## src/rtl/core/pfsa_pkg.sv

```systemverilog
// ----------------------------------------------------------------------------
// pfsa_pkg
// Shared types and constants for the page-frame stack allocator.
// ----------------------------------------------------------------------------
package pfsa_pkg;

	localparam int STACK_DEPTH_DEF      = 4096;
	localparam int ENTRIES_PER_PAGE_DEF = 1024;

	localparam int PAGE_W   = 20;
	localparam int STATUS_W = 3;
	localparam int APB_AW   = 3;
	localparam int APB_DW   = 32;

	// Last usable page frame number
	localparam logic [PAGE_W:0] TOP_PAGE = 21'h0FFFFF;

	// Register index, taken from paddr[2]
	localparam logic REG_PAGING_ACTIVE = 1'b0;
	localparam logic REG_BUMP_START    = 1'b1;

	// Request function
	localparam logic FUNC_ALLOC = 1'b0;
	localparam logic FUNC_FREE  = 1'b1;

	typedef enum logic [STATUS_W-1:0] {
		ST_ALLOCATED = 3'd0,
		ST_PUSHED    = 3'd1,
		ST_STORAGE   = 3'd2,
		ST_IGNORED   = 3'd3,
		ST_OOM       = 3'd4,
		ST_DROPPED   = 3'd5
	} status_t;

	// Controller to datapath
	typedef struct packed {
		logic    bump_adv;
		logic    pop_rd;
		logic    push_wr;
		logic    grow;
		logic    res_load;
		logic    res_from_ram;
		logic    res_from_bump;
		status_t res_status;
	} cmd_t;

	// Datapath to controller
	typedef struct packed {
		logic empty;
		logic bump_top;
		logic page_below;
		logic storage_full;
		logic can_grow;
		logic stack_full;
	} sts_t;

endpackage

```

## src/rtl/core/pfsa_ctrl.sv

```systemverilog
// ----------------------------------------------------------------------------
// pfsa_ctrl
// Request sequencer: decodes each transaction into datapath commands.
// ----------------------------------------------------------------------------
module pfsa_ctrl (
	input  logic             clk,
	input  logic             arst_n,
	input  logic             start,
	input  logic             func,
	input  logic             paging_active,
	input  pfsa_pkg::sts_t   sts,
	output pfsa_pkg::cmd_t   cmd,
	output logic             busy
);

	typedef enum logic {
		S_IDLE,
		S_POP
	} state_t;

	state_t state_q;
	state_t state_d;
	logic   accept;

	assign accept = start && (state_q == S_IDLE);
	assign busy   = (state_q == S_POP);

	always_comb begin
		cmd            = '0;
		cmd.res_status = pfsa_pkg::ST_ALLOCATED;
		state_d        = state_q;
		case (state_q)
			S_IDLE: begin
				if (accept) begin
					cmd.res_load = 1'b1;
					if (func == pfsa_pkg::FUNC_ALLOC) begin
						if (paging_active) begin
							if (sts.empty) begin
								cmd.res_status = pfsa_pkg::ST_OOM;
							end else begin
								// result is loaded in S_POP, from the RAM
								cmd.res_load = 1'b0;
								cmd.pop_rd   = 1'b1;
								state_d      = S_POP;
							end
						end else if (sts.bump_top) begin
							cmd.res_status = pfsa_pkg::ST_OOM;
						end else begin
							cmd.bump_adv      = 1'b1;
							cmd.res_from_bump = 1'b1;
						end
					end else begin
						if (sts.page_below) begin
							cmd.res_status = pfsa_pkg::ST_IGNORED;
						end else if (sts.storage_full) begin
							if (sts.can_grow) begin
								cmd.grow       = 1'b1;
								cmd.res_status = pfsa_pkg::ST_STORAGE;
							end else begin
								cmd.res_status = pfsa_pkg::ST_DROPPED;
							end
						end else if (sts.stack_full) begin
							cmd.res_status = pfsa_pkg::ST_DROPPED;
						end else begin
							cmd.push_wr    = 1'b1;
							cmd.res_status = pfsa_pkg::ST_PUSHED;
						end
					end
				end
			end
			S_POP: begin
				cmd.res_load     = 1'b1;
				cmd.res_from_ram = 1'b1;
				state_d          = S_IDLE;
			end
			default: begin
				state_d = S_IDLE;
			end
		endcase
	end

	always_ff @(posedge clk or negedge arst_n) begin
		if (!arst_n) begin
			state_q <= S_IDLE;
		end else begin
			state_q <= state_d;
		end
	end

endmodule

```

## config.mk

```make
export PLATFORM = sky130hd
export DESIGN_NAME = pfsa_ctrl
export DESIGN_NICKNAME = d
export VERILOG_FILES = /design/src/rtl/core/pfsa_pkg.sv /design/src/rtl/core/pfsa_ctrl.sv
export SDC_FILE = /design/constraint.sdc
export NUM_CORES = 1
export LEC_CHECK = 0
export ABC_AREA = 1
export BUFFER_PORTS_ARGS = -buffer_cell sky130_fd_sc_hd__buf_2
export CAP_MARGIN = 30
export CORE_AREA = 5 5 42 44
export DETAILED_ROUTE_END_ITERATION = 16
export DIE_AREA = 0 0 47 49
export GPL_TIMING_DRIVEN = 0
export SLEW_MARGIN = 20
export SYNTH_ARGS = -nofsm -noshare
export SYNTH_HDL_FRONTEND = slang
export SYNTH_SLANG_ARGS = --single-unit
```

## constraint.sdc

```tcl
create_clock -name clk -period 0.8 [get_ports clk]
set_input_delay 0.04 -clock clk [delete_from_list [all_inputs] [get_ports clk]]
set_output_delay 0.04 -clock clk [all_outputs]
set_load 0.01 [all_outputs]
```

==> impl_results.md, run 1 <==
- Top-area cell type share of the netlist area: 18.75%
- Most numerous cell in the Yosys netlist: nand2_1
- Ant. Diodes: 0
- Arrival time worst endpoint: between 0.9 and 1 ns
- Area delta synth->final: 98.12%
- Failing checks: negative setup slack
- Clock-pin slew on the worst setup and hold paths: 0 ns
- Core Rows: 14
- Period utilisation layout: 123.9%
- DP Wirelength: 565.8 um
- Fraction of registers with async set/reset: 100.0%
- Design Power: about 0.21 mW
- Worst VDD drop: between 0.1 and 0.15 mV
- Largest net degree at the start of global routing: 6
- Die area: approximately 2300 um^2
- Vias per Instance: a little under 4
- Initial antenna violation count: 0
- Wirelength, routed: approximately 630 um
- Final ANT Viol Nets: 0
- Core Region: 1401 um^2
- Top_reg_cell synth: dfrtp_1
- Iter 0 DRT Violations: 2
- Top Ports: 22
- Power density over the cells: 534.6 nW/um^2
- NetSw: 0.08893 mW
- Critical Path Start Type: register
- Largest area contributor in the netlist: nand2_1
- Max-slew violation count: 0
- Unique masters post-synth: 12
- Register area share after synthesis: between 10% and 20%
- WHS Path Cells: 4
- Setup ws final: -0.1911 ns
- Logic gate share of total power: 74.1%
- Gr ovfl total: 0
- Pint: approximately 0.12 mW
- Vias in the first global route: between 200 and 300
- Post-synth EDFFs: 0
- Clock network power share: 0%
- Initial core utilization: ~14%
- RSZ-0062 raised after global routing: yes
- Synth Cell Area: between 200 and 250 um^2
- Detailed-route via count: around 290
- Final setup violation count: 11
- Final hold slack: 0.3383 ns
- Kind of path behind the tightest hold check: in -> reg
- #FFs+latches synth: 1
- Synth Instances: 36
- Min Tclk post-route: ~1 ns
- WL per Instance: about 8.4 um
- # DRC: 0
- DR pass1 iterations: 3
- WP data required: around 0.76 ns
- Clk_lat worst skew: 0 ns
- Worst slew pin tran: about 0.22 ns
- Static Leak: between 0.2 and 0.25 nW
- Fin nets: 72
- Crit. End Element: output port
- GPL Wtd Cong: 0.7359
- Flip-flop count of the largest register after layout: 1
- Share of power burned in registers: 25.9%
- Worst Reg-to-Reg Cells: 3
- Sw Share: 41.94%
- R2R setup slack: 0 ns
- Synthesized Nets: 47
- Chip height: ~50 um
- FMAX: about 1000 MHz
- DIE WIDTH: approximately 47 um
- First-pass GRT wire length: 1.041 mm
- Hold Vio Cnt, Final: 0
- Synthesis warning total: 0
- Buffers added on ports: 21
- Most common library cells after synthesis: 10 x nand2_1, 8 x nor2_1, 5 x inv_1
- Post-Syn Area per Cell: ~5.6 um^2
- WS Path Type: reg -> out
- Slew HR: a little under nine tenths
- GRT Overall Usage: 5.552%
- Max-cap violation count: 0
- Clock skew: 0 ns
- Maximum fanout along the worst path: 5
- Status: finished, violations left
- Synth top area cells: nand2_1 19%, nor2_1 15%, dfrtp_1 13%
- Fraction of layout cells with a size suffix above 1: between 60% and 70%
## cell usage in the layout (no fill, tap or decap), drive strengths merged
cell / netlist / final
o21ai: 1 / 1
dlygate4sd3: 0 / 1
a21oi: 1 / 1
nand2: 12 / 12
dfrtp: 1 / 1
inv: 6 / 6
nor2: 9 / 9
nor3: 2 / 2
nand3: 1 / 1
buf: 3 / 25
## layout make-up
type | instances | area [um^2]
buffer | 3 | 22.52
inverter | 6 | 22.52
sequential | 1 | 26.28
fill | 164 | 1005
multi-input combinational | 26 | 170.2
tap | 16 | 20.02
timing repair buffer | 23 | 135.1
## through the flow
stage	TNS, ns	instance area (um^2)	worst slack [ns]	cells	util [%]
2_1_floorplan	-0.8142	239.0	-0.1888	36	-
3_3_place_gp	-1.719	364.1	-0.2548	73	25.98
3_5_place_dp	-1.850	364.1	-0.2665	73	25.98
4_1_cts	-1.508	396.6	-0.1972	75	28.30
5_1_grt	-1.917	396.6	-0.2389	75	28.30
6_report	-1.437	396.6	-0.1911	75	28.30
## final timing paths
check / start / end
worst min-delay path: sts[5] / busy
worst max register to register: busy / busy
worst max-delay path: busy / cmd[6]
max in group asynchronous: arst_n / busy
min in group asynchronous: arst_n / busy
worst min register to register: busy / busy
## worst max-delay path, stage by stage, from the launching register on
cell and delay, ns:
dfrtp_2 0.41, nor2_4 0.11, nand2_2 0.15, nor3_4 0.13
buf_2 0.14
## power groups by stage
| stage | clock (mW) | sequential [mW] | combinational [mW] |
|---|---|---|---|
| floorplan | 0 | 0.0555 | 0.0827 |
| global placement | 0 | 0.0549 | 0.146 |
| detailed placement | 0 | 0.0550 | 0.149 |
| CTS | 0 | 0.0548 | 0.160 |
| global route | 0 | 0.0551 | 0.176 |
| finish | 0 | 0.0549 | 0.157 |
## logic make-up (layout without fill, tap and decap cells)
logic type	Yosys count	count (layout)	share of synthesized area, %
AO/OA/AOI/OAI	2	2	6.873
flip-flops	1	1	12.50
buffers and inverters	9	32	22.50
AND/OR/NAND/NOR	24	24	58.12
## repair_timing
item                                   in CTS  in global routing
setup endpoints to repair                  10                 11
setup buffers                               1                  0
resized for setup                           4                  1
cloned                                      0                  0
pin swaps                                   3                  0
hold buffers                                1                  0
endpoints found under the hold margin       1                  0
## layer usage
metal | routed length [um] | up-vias | global-route usage [%]
li1 | - | 151 | -
met1 | 213 | 129 | 5.895
met2 | 342 | 12 | 11.54
met3 | 73 | 0 | 0.3690
met4 | 0 | 0 | 0
met5 | 0 | - | 0
Power figures use the tool's default switching activity.
==> inputs of run 2 (changes only) <==
- ABC_AREA: 1 -> default
- clock period: 0.8 -> 1.25 ns (I/O delays scaled with it)
==> impl_results.md, run 2 <==
- Post-Layout Inst Area: about 310 um^2
- Vias in the first global route: 230
- Unique masters post-synth: 16
- Kind of path behind the tightest hold check: in -> async
- Synthesis warning total: 0
- DR pass1 iterations: 1
- Top Usage Layer GRT: met2
- DP Area: 300.3 um^2
- Register area share after synthesis: 14.81%
- Detailed-route via count: ~230
- Fillers: between 150 and 200
- RSZ-0062 raised after global routing: no
- Utilization after layout: 22.32%
- Critical Path Start Type: register
- Buffers added on ports: 21
- Fin nets: 56
- Most common library cells after synthesis: 3 x buf_4, 2 x inv_1, 2 x nor2_1, 2 x o2111a_1
- Commonest non-fill, non-tap cell in the layout: buf_2
- Chip height: between 40 and 50 um
- Crit. End Element: output port
- Worst slew pin tran: 0.2406 ns
- Initial antenna violation count: 0
- # DRC: 0
- Wirelength, routed: 620 um
- Met2 Usage GRT: under 10%
- Die area: 2303 um^2
- Top Ports: 22
- Largest area contributor in the netlist: dfrtp_1
- Core Region: approximately 1400 um^2
- Final setup violation count: 0
- Flip-flop count of the largest register after layout: 1
- Synthesized Nets: 32
- Most numerous cell in the Yosys netlist: buf_4
- Power density over the cells: around 360 nW/um^2
- DIE WIDTH: about 47 um
- Slew HR: a little over four fifths
- Initial core utilization: between 10% and 20%
- Final ANT Viol Nets: 0
- Min Tclk post-route: approximately 1.2 ns
- Arrival time worst endpoint: around 1.1 ns
- Top_reg_cell synth: dfrtp_1
- Iter 0 DRT Violations: 0
- Most frequent cells in the layout: 21 x buf_2, 3 x buf_4, 2 x nor2_1, 2 x inv_1, 2 x o2111a_1
- Vias per Instance: a little under 4
- Global routing usage on met3: 0.7380%
- Post-Syn Area per Cell: between 8 and 9 um^2
- Area delta synth->final: 85.19%
- Worst VDD drop: 0.1503 mV
- Status: completed
- Fraction of layout cells with a size suffix above 1: 62.79%
- Synth top area cells: dfrtp_1 15%, buf_4 13%, o2111a_1 13%
- Maximum fanout along the worst path: 4
- Hold Vio Cnt, Final: 0
- Post-synth EDFFs: 0
- First-pass GRT wire length: around 1000 um
- Max-cap violation count: 0
- Clk_lat worst skew: 0 ns
- Clock skew: 0 ns
- WP data required: 1.19 ns
- Largest net degree at the start of global routing: 7
- Synth Instances: 21
- Core Rows: 14
- WS Path Type: reg -> out
- FMAX: 844.3 MHz
- Clock-pin slew on the worst setup and hold paths: 0 ns
- Period utilisation layout: a little over nine tenths
- Synth Cell Area: around 170 um^2
- Fraction of registers with async set/reset: 100.0%
- Global routing usage on met1: under 10%
- #FFs+latches synth: 1
- Max-slew violation count: 0
- Gr ovfl total: 0
- WL per Instance: 10.51 um
- Ant. Diodes: 0
- Top-area cell type share of the netlist area: between 10% and 20%
- GRT Overall Usage: under 10%
- GPL Wtd Cong: about 0.74
- Static Leak: around 0.18 nW
[run 2: cell count changes after synthesis, moves of 2 or more]
cell	previous run	this run
nand2_1	10	1
nor2_1	8	2
inv_1	5	2
nand2_2	2	0
o2111a_1	0	2
[run 2: final cells by class]
class	instances	area, um^2	share of cell area, %
multi-input cells	15	122.6	39.20
repair buffers	23	122.6	39.20
flip-flops and latches	1	25.02	8.000
well taps	16	20.02	6.400
plain buffers	2	15.01	4.800
inverters	2	7.507	2.400
[run 2: layer usage]
metal / vias to the layer above / share of wire [%]
met5: - / 0
met4: 0 / 0
met3: 0 / 15
met2: 14 / 44
met1: 97 / 41
li1: 122 / -
[run 2: through the flow]
step	std cells	setup WS (ns)	setup TNS, ns	power, mW	hold slack (ns)
after floorplan	21	0.02484	0	0.06710	-0.2331
after global placement	58	0.004935	0	0.1059	-0.1621
after detailed placement	58	-0.002340	-0.002340	0.1075	-0.1565
after CTS	59	0.02258	0	0.1122	0.3827
after global routing	59	0.01406	0	0.1197	0.3935
final	59	0.06554	0	0.1114	0.3814
[run 2: power breakdown]
| part | switching [mW] | leakage [nW] | internal (mW) |
|---|---|---|---|
| clock | 0 | 0 | 0 |
| sequential | 0.000767 | 0.0137 | 0.0338 |
| combinational | 0.0376 | 0.165 | 0.0393 |
| total | 0.0383 | 0.178 | 0.0731 |
[run 2: logic make-up after synthesis]
logic type,after synthesis,synth area share [%]
DFF,1,14.81
buffers and inverters,5,17.78
AOI/OAI and AO/OA,4,21.48
muxes,1,5.926
and+or+nand+nor,10,40.00
[run 2: worst paths after layout]
check | start | endpoint | slack, ns | depth (start not counted)
setup / recovery | busy | cmd[9] | 0.07 | 3
hold / removal | arst_n | busy | 0.38 | 2
setup reg to reg | busy | busy | 0.47 | 2
hold reg to reg | busy | busy | 0.71 | 2
max in group asynchronous | arst_n | busy | 0.78 | 2
min in group clk | sts[0] | cmd[7] | 0.38 | 3
[run 2: what timing repair did]
action | CTS | global route
hold buffers | 1 | 0
endpoints found under the setup margin | 1 | 2
buffers inserted | 0 | 1
hold endpoints to repair | 1 | 0
pin swaps | 0 | 2
resized for setup | 1 | 0
[run 2: worst max-delay path, cell delays in order, from the launching register on]
cell and delay (ns):
dfrtp_1 0.38, or3b_4 0.42, nor3_4 0.17, buf_2 0.15
==> inputs of run 3 (changes only) <==
==> constraint.sdc (replaced) <==
create_clock -name clk -period 1.25 [get_ports clk]
set_input_delay 0.1875 -clock clk [delete_from_list [all_inputs] [get_ports clk]]
set_output_delay 0.1875 -clock clk [all_outputs]
set_load 0.01 [all_outputs]
==> impl_results.md, run 3 (synthesized netlist as in run 2, its figures left out) <==
- Status: finished, violations left
- Failing checks: negative setup slack
- Power density over the cells: ~340 nW/um^2
- DR pass1 iterations: 2
- Initial antenna violation count: 0
- Top Ports: 22
- Post-Layout Inst Area: ~340 um^2
- Commonest non-fill, non-tap cell in the layout: buf_2
- Design Power: between 0.1 and 0.15 mW
- Min Tclk post-route: about 1.3 ns
- Logic gate share of total power: ~70%
- WP data required: between 1 and 1.5 ns
- Met2 wire length: about 250 um
- Clock-pin slew on the worst setup and hold paths: 0 ns
- Final ANT Viol Nets: 0
- Largest net degree at the start of global routing: 7
- Ant. Diodes: 0
- DIE WIDTH: around 47 um
- Sw Share: about a third
- Flip-flop count of the largest register after layout: 1
- Maximum fanout along the worst path: 3
- Fraction of layout cells with a size suffix above 1: around two thirds
- Clk_lat worst skew: 0 ns
- FMAX: 771.2 MHz
- Arrival time worst endpoint: 1.11 ns
- Initial core utilization: between 10% and 20%
- Clock skew: 0 ns
- Vias per Instance: approximately 3.7
- Multi-input gate area: ~130 um^2
- Crit. End Element: output port
- Chip height: between 40 and 50 um
- Wirelength, routed: between 600 and 700 um
- Static Leak: ~0.18 nW
- GPL Wtd Cong: 0.6886
- Worst VDD drop: around 0.17 mV
- Max-slew violation count: 0
- Gr ovfl total: 0
- First-pass GRT wire length: roughly 960 um
- Clock network power share: 0%
- Most frequent cells in the layout: 20 x buf_2, 4 x buf_4, 2 x nor2_1, 2 x o2111a_1
- Crit path max-delay family: simple AND/OR/NAND/NOR gates
- Storage element area: between 20 and 30 um^2
- Iter 0 DRT Violations: 1
- Critical path cell sequence: or3b_4 > nor3_4 > buf_4 > buf_6
- Final hold slack: 0.5001 ns
- Final setup violation count: 2
- Kind of path behind the tightest hold check: in -> async
- RSZ-0062 raised after global routing: yes
- NetSw: roughly 0.038 mW
- # DRC: 0
- Area delta synth->final: 98.52%
- Max-cap violation count: 0
- Max Used Layer: met3
- Fin nets: 57
- Worst slew pin tran: 0.2109 ns
- Met3 wire len: between 80 and 90 um
- Hold Vio Cnt, Final: 0
- DP Area: between 300 and 400 um^2
- Wl on met1: 270 um
- CP max-delay cell: or3b_4
- Vias in the first global route: about 230
- WL per Instance: approximately 10 um
- Critical Path Start Type: register
- Share of power burned in registers: ~30%
- WS Path Type: reg -> out
- Pint: 0.07607 mW
- Die area: around 2300 um^2
- Slew HR: 85.90%
- Period utilisation layout: 103.7%
- Setup_tns: -0.05678 ns
- Core Region: approximately 1400 um^2
- GRT Overall Usage: between 5 and 6%
- Buffers added on ports: 21
- Slowest cell delay on critical path: roughly 0.4 ns
- Setup ws final: -0.04669 ns
- Core Rows: 14
- Fillers: around 170
- Detailed-route via count: around 220
- Buffers plus inverters on the worst setup path: 2
- Setup WS pre-CTS: -0.1138 ns
==> run 3: final timing paths <==
path	startpoint	depth (start not counted)	slack, ns	endpoint
worst max register to register	busy	3	0.41	busy
worst min-delay path	arst_n	2	0.50	busy
min in group clk	start	2	0.52	busy
max in group asynchronous	arst_n	2	0.67	busy
worst min register to register	busy	3	0.74	busy
worst max-delay path	busy	4	-0.05	cmd[9]
==> run 3: routing by layer <==
metal,vias to the layer above,track usage [%]
li1,124,-
met5,-,0
met1,83,7.860
met3,0,0.7380
met4,0,0
met2,14,8.145
==> run 3: layout make-up <==
class	instances	area share, %
sequential	1	7.463
buffer	3	6.716
inverter	2	2.239
multi-input combinational	15	39.18
tap	16	5.970
timing repair buffer	23	38.43
==> run 3: stage by stage <==
| stage | util [%] | cells |
|---|---|---|
| after floorplan | - | 21 |
| final | 23.93 | 60 |
| after global routing | 23.93 | 60 |
| after global placement | 21.61 | 58 |
| after detailed placement | 21.61 | 58 |
| after CTS | 23.30 | 60 |
==> run 3: power by group through the flow <==
stage               sequential (mW)  combinational [mW]  clock (mW)
detailed placement           0.0349              0.0739           0
CTS                          0.0345              0.0795           0
global route                 0.0347              0.0898           0
floorplan                    0.0350              0.0337           0
finish                       0.0345              0.0799           0
global placement             0.0348              0.0730           0
==> run 3: timing repair <==
action,CTS,global route
setup endpoints to repair,3,4
gates resized for setup,2,3
hold buffers,1,0
hold endpoints to repair,1,0
setup buffers,1,0
